File: src/hdl/uvs_pkg.sv
package uvs_pkg;

  // register indexes
  localparam logic [1:0] REG_STACK  = 2'd0;
  localparam logic [1:0] REG_SECTOR = 2'd1;

  // result kinds
  localparam logic [1:0] KIND_VERTEX = 2'd0;
  localparam logic [1:0] KIND_TRI    = 2'd1;
  localparam logic [1:0] KIND_LINE   = 2'd2;

  // largest usable stack and sector count
  localparam int MAX_SEGMENTS = 1024;

  // divider and cordic geometry
  localparam int DIV_STEPS    = 32;
  localparam int DIV_LAT      = DIV_STEPS + 1;
  localparam int CORDIC_STEPS = 24;
  localparam int COR_LAT      = CORDIC_STEPS + 2;
  localparam int CW           = 34;
  localparam logic signed [CW-1:0] CORDIC_GAIN_INV = 34'sd652032874;

  // per-point index data that rides along the pipeline
  typedef struct packed {
    logic [20:0] k1;
    logic [10:0] se;
    logic [4:0]  mask;
  } sb_t;

  // one restoring division step: {quotient bit, new remainder}
  function automatic logic [12:0] div_step(input logic [11:0] r, input logic [11:0] d);
    logic [12:0] two_r;
    logic        ge;
    logic [12:0] diff;
    two_r = {r, 1'b0};
    ge    = two_r >= {1'b0, d};
    diff  = two_r - {1'b0, d};
    return ge ? {1'b1, diff[11:0]} : {1'b0, two_r[11:0]};
  endfunction

  // arctangent of 2^-n in binary turns scaled by 2^32
  function automatic logic signed [CW-1:0] atan_turn(input logic [4:0] n);
    case (n)
      5'd0:  return 34'sd536870912;
      5'd1:  return 34'sd316933406;
      5'd2:  return 34'sd167458907;
      5'd3:  return 34'sd85004756;
      5'd4:  return 34'sd42667331;
      5'd5:  return 34'sd21354465;
      5'd6:  return 34'sd10679838;
      5'd7:  return 34'sd5340245;
      5'd8:  return 34'sd2670163;
      5'd9:  return 34'sd1335087;
      5'd10: return 34'sd667544;
      5'd11: return 34'sd333772;
      5'd12: return 34'sd166886;
      5'd13: return 34'sd83443;
      5'd14: return 34'sd41722;
      5'd15: return 34'sd20861;
      5'd16: return 34'sd10430;
      5'd17: return 34'sd5215;
      5'd18: return 34'sd2608;
      5'd19: return 34'sd1304;
      5'd20: return 34'sd652;
      5'd21: return 34'sd326;
      5'd22: return 34'sd163;
      5'd23: return 34'sd81;
      default: return '0;
    endcase
  endfunction

endpackage

File: src/hdl/uvs_div.sv
module uvs_div import uvs_pkg::*; (
  input  logic        clk,
  input  logic        adv,
  input  logic [10:0] num,
  input  logic [11:0] den,
  input  logic [11:0] half,
  output logic [31:0] quot
);

  logic [11:0] rem [0:DIV_STEPS-1];
  logic [31:0] q   [0:DIV_STEPS-1];
  logic [11:0] d   [0:DIV_STEPS-1];
  logic [11:0] h   [0:DIV_STEPS-1];
  logic [12:0] nxt [1:DIV_STEPS-1];
  logic [11:0] init_r;
  logic [12:0] first;
  logic [12:0] rsum;

  // drop the integer part (only when num is at least den), then the first step
  assign init_r = ({1'b0, num} >= den) ? 12'({1'b0, num} - den) : {1'b0, num};
  assign first  = div_step(init_r, den);
  assign rsum   = {1'b0, rem[DIV_STEPS-1]} + {1'b0, h[DIV_STEPS-1]};

  // step result of every later stage
  always_comb begin
    for (int k = 1; k < DIV_STEPS; k++) nxt[k] = div_step(rem[k-1], d[k-1]);
  end

  // one quotient bit per stage, round half up at the end
  always_ff @(posedge clk) begin
    if (adv) begin
      rem[0] <= first[11:0];
      q[0]   <= {31'd0, first[12]};
      d[0]   <= den;
      h[0]   <= half;
      for (int k = 1; k < DIV_STEPS; k++) begin
        rem[k] <= nxt[k][11:0];
        q[k]   <= {q[k-1][30:0], nxt[k][12]};
        d[k]   <= d[k-1];
        h[k]   <= h[k-1];
      end
      quot <= q[DIV_STEPS-1] + {31'd0, (rsum >= {1'b0, d[DIV_STEPS-1]})};
    end
  end

endmodule

File: config.mk
export PLATFORM = sky130hd
export DESIGN_NAME = uvs_div
export DESIGN_NICKNAME = d
export VERILOG_FILES = /design/src/hdl/uvs_pkg.sv /design/src/hdl/uvs_div.sv
export SDC_FILE = /design/constraint.sdc
export NUM_CORES = 2
export LEC_CHECK = 0
export BUFFER_PORTS_ARGS = -buffer_cell sky130_fd_sc_hd__buf_2
export CAP_MARGIN = 5
export CORE_MARGIN = 3
export CORE_UTILIZATION = 45
export CTS_CLUSTER_SIZE = 8
export DETAILED_ROUTE_END_ITERATION = 16
export GPL_TIMING_DRIVEN = 0
export PLACE_DENSITY = 0.59
export SLEW_MARGIN = 20
export SYNTH_ARGS = -nofsm -noshare
export SYNTH_HDL_FRONTEND = slang
export SYNTH_SLANG_ARGS = --single-unit
File: constraint.sdc
create_clock -name clk -period 5.9 [get_ports clk]
set_input_delay 1.18 -clock clk [delete_from_list [all_inputs] [get_ports clk]]
set_output_delay 1.18 -clock clk [all_outputs]
set_load 0.05 [all_outputs]
==> Word level (Yosys, flattened, before mapping) <==
Memory sizes are Yosys's and may differ from the RTL's.
Cells that the tools add are included.
{ "totals": {"regBits": 32, "wordCells": 109, "output_inout_bits": 32, "input_bits": 37, "ram_bits": 2176, "memories": 4} }
{ "mem_list": {"columns": ["memory", "depth", "word_bits", "rd", "rd_clocked_by_memory_dff", "write_ports", "line_no", "source"], "rows": [
  ["q", 32, 32, 32, 0, 32, "uvs_div.sv:11", "logic [31:0] q [0:DIV_STEPS-1];"],
  ["d", 32, 12, 32, 0, 32, "uvs_div.sv:12", "logic [11:0] d [0:DIV_STEPS-1];"],
  ["h", 32, 12, 32, 0, 32, "uvs_div.sv:13", "logic [11:0] h [0:DIV_STEPS-1];"],
  ["rem", 32, 12, 32, 0, 32, "uvs_div.sv:10", "logic [11:0] rem [0:DIV_STEPS-1];"]
]} }
{ "classes": {"n_addsub": 35, "n_mux": 35, "n_lt_le_gt_ge": 34} }
{ "ops": {"columns": ["operator", "n"], "rows": [
  ["13-bit by 12-bit >= comparator with 1-bit output", 33],
  ["13-bit 2-to-1 mux", 32],
  ["12-bit subtractor", 32],
  ["32-bit by 1-bit adder with 32-bit output", 1],
  ["12-bit by 12-bit adder with 13-bit output", 1],
  ["11-bit by 12-bit >= comparator with 1-bit output", 1],
  ["12-bit 2-to-1 mux", 1],
  ["11-bit by 12-bit subtractor with 12-bit output", 1],
  ["1-bit 2-to-1 mux", 2]
]} }

==> Longest topological paths before layout <==
{ "logic_depth": {"word_depth": 4, "mapped_depth": 22, "mapped_depth_nobuf": 22} }

==> Worst setup path after synthesis <==
Ideal clock, no wire load.
{ "synth_timing": {"kind": "input to register", "startpoint": "input num[0]", "endpoint": "memory rem[0][10], data pin", "t_arrival_ns": 4.869, "n_path_buf": 1, "setup_ns": 0.260, "slack_ns": 0.771, "path_stages": 19, "required_ns": 5.640, "cell_sequence": "inv_1 -> ha_1 -> inv_1 -> fa_1 -> a211oi_2 -> o211ai_1 -> a311oi_2 -> nor2_1 -> o221a_2 -> buf_6 -> mux2_4 -> ha_1 -> a21o_1 -> a21oi_1 -> o221ai_1 -> a21o_1 -> a21oi_1 -> xnor2_1 -> mux2_2"} }
{ "synth_rtl": {"columns": ["element", "line_no", "source"], "rows": [
  ["start: declaration", "uvs_div.sv:4", "input logic [10:0] num,"],
  ["end: declaration", "uvs_div.sv:10", null]
]} }

==> flow_summary.toml <==
[pwr]
vdd_ir_drop_max_uv = 304
power_density_nw_per_um2 = 495
p_leak_nw = 33.2

[placement]
gp_congestion = 0.812
hpwl_mm = 86.8
numPortBuffers = 68
place_area_sq_um = 80200

[global_routing]
antenna_found_initial = 1
grt_pass1_vias = 40581
grt.overflow.total = 0
grt_max_degree = 146
grtUsageTotal_pct = 14.7
grt_pass1_wl_mm = 208

[synth]
synth_ff_type = "edfxtp_1"
avgSynthCellArea_sq_um = 14.5
syn_inst = 5287
synth_top_cell_by_area = "edfxtp_1"
ys_seq_area_share_pct = 67.0
synth_area_sq_um = 76700
syn_nets = 5780
ys_seq_elements = 1712
synth-edff-count = 1712
synth_area_leaders = "edfxtp_1 67%, ha_1 6.9%, mux2_2 3.5%"
async_flop_share_pct = 0
synth_cell_type_count = 60
yosysTopAreaCellShare_pct = 67.0
yosysWarnings = 0

[floorplan]
die_height_um = 419
rows = 150
dieWidth_um = 419
pin_count = 69
start_util_pct = 45.6
die-area_sq_um = 175000
core-area_sq_um = 168000

[route]
dr.pass1.iters = 5
ant_nets = 0
via_count = 40772
drc = 0
routed_wl_mm = 128
drtIter0Drc = 2609
routed_wire_length_per_instance_um = 16.4
via_per_inst = 5.21

[timing]
slew_viol_final = 0
post-route-min-period_ns = 5.46
slew_headroom_pct = 40.6
tightest_slew_ns = 0.891
setup_viol_count_final = 0
final_hold_viol_count = 0
clock.fmax_mhz = 183
holdWs_ns = 0.373
fin_skew_ns = 0.0639
period_share_pct = 92.6
rsz0062_at_grt = "no"

[clock_network]
cts.clk_slew.worst_paths_ns = 0.05
cts_tree = "done"
cts-root-buf = "clkbuf_16"
clock-sinks = 1712
htree_levels = 4
cts_setup_buffers = 0
cts_max_path_buffers = 3
holdBufCountCts = 0
clock_latency_ns = 0.85
numCtsBuffers = 233

[cells_and_area]
nFillCells = 13972
multi_input_area_sq_um = 22900
seqCellArea_sq_um = 51400
final_common_cell = "edfxtp_1"
final_layout_size_suffix_gt1_share_pct = 12.0
area_growth_pct = 12.7
mostFrequentLayoutCells = "1,712 x edfxtp_1, 584 x inv_1, 422 x ha_1"
design_area_sq_um = 86400
fin_nets = 6096

[setup_path]
worst-r2r-cell-count = 19
cpLargestDelayFamily = "compound AO/OA/AOI/OAI gates"
critPathBufInv = 0
path_class = "reg2reg"
path_cells = "ha_1 -> a21o_1 -> a21o_1 -> a2111oi_1 -> o21ai_0 -> a31o_2 -> a21oi_1 -> xnor2_1 -> ha_1 -> o21ai_0 -> o211ai_1 -> ha_1 -> ha_1 -> nand2_1 -> nor2_1 -> and2_1 -> nor2b_1 -> nand2_1 -> xnor2_1"
cp.required_ns = 6.47
crit_slowest_cell = "a2111oi_1"
critPathArrivalTime_ns = 6.03
crit_cells = 19
crit_top_cell = "ha_1"
start_kind = "flop"
cpPeakStageDelay_ns = 0.56
cp_max_fo = 4
crit_path_end_kind = "flop"

[min_path]
hold_path_depth = 0
min_path_type = "reg2reg"

[run]
maxCapViolCount = 0

[status]
run_status = "complete, no violations"
-- per-layer routing --
metal | wire, um | track usage, % | part of all wire, %
met5 | 0 | 0 | 0
met4 | 3710 | 5.34 | 2.9
met3 | 4850 | 2.95 | 3.8
met2 | 61800 | 24.4 | 48
met1 | 57700 | 19.1 | 45
-- sequential cells by signal (all words and copies together), names as in the netlist --
name	cells
d	384
h	384
q	528
quot	32
rem	384
-- cell usage after synthesis, types with 11 or more instances --
library cell and instances:
a211o_1 28, a211oi_1 39, a21o_1 150, a21oi_1 192, a311o_1 22, a31oi_1 56, and3_1 32, buf_2 30
edfxtp_1 1712, fa_1 34, ha_1 422, inv_1 584, mux2_2 236, mux2i_1 85, nand2_1 248, nand2b_1 11
nand3_1 49, nand3b_1 92, nand4_1 44, nor2_1 222, nor2b_1 104, nor3_1 110, nor4_1 12, nor4b_1 44
o21a_1 26, o21ai_0 196, o21bai_1 11, o31ai_1 75, or2_2 51, xnor2_1 142, xor2_1 118
-- area by class of cell --
type / instances / area share [%]
sequential: 1712 / 59.5
tap: 2204 / 3.19
clock buffer: 239 / 6.80
buffer: 35 / 0.213
timing repair buffer: 81 / 0.825
antenna: 1 / 0.00289
inverter: 584 / 2.54
multi-input combinational: 2956 / 26.5
clock inverter: 17 / 0.454
-- metrics by stage --
stage	utilization (%)	total power [mW]	instances	setup slack, ns	TNS, ns
floorplan	-	27.9	5287	0.771	0
global placement	47.4	31.6	7559	-23.47	-
detailed placement	47.7	31.3	7572	-0.182	-0.447
CTS	51.4	43.4	7828	0.128	0
global route	51.4	45.6	7828	0.0601	0
finish	51.4	42.8	7829	0.439	0
-- cell families (layout without fill, tap and decap cells) --
kind of cell,count (synthesis),count (layout),synth area share (%)
flip-flops,1712,1712,67.0
AND/OR/NAND/NOR,1061,1061,7.21
AO/OA/AOI/OAI,849,849,7.17
buffers and inverters,619,956,3.10
adder cells (fa/ha/maj),456,456,7.77
multiplexers,330,330,4.75
XOR/XNOR,260,260,2.97
other,0,1,0
-- worst paths after layout --
| kind | from | to | slack, ns |
|---|---|---|---|
| setup / recovery | h[15][13]$_DFFE_PP_ | quot[30]$_DFFE_PP_ | 0.44 |
| hold / removal | q[3][66]$_DFFE_PP_ | q[3][99]$_DFFE_PP_ | 0.37 |
| setup reg to reg | h[15][13]$_DFFE_PP_ | quot[30]$_DFFE_PP_ | 0.44 |
| hold reg to reg | q[3][66]$_DFFE_PP_ | q[3][99]$_DFFE_PP_ | 0.37 |
-- power breakdown --
group	switching [mW]	total, mW	internal [mW]
Combinational	7.34	13.8	6.45
Clock	4.66	11.7	6.99
Sequential	0.996	17.4	16.4
-- repair_timing --
item / in CTS / in global routing
setup endpoints to repair: 4 / 6
gates resized for setup: 2 / 2
pin swaps: 0 / 0
(Power assumes the default switching activity.)
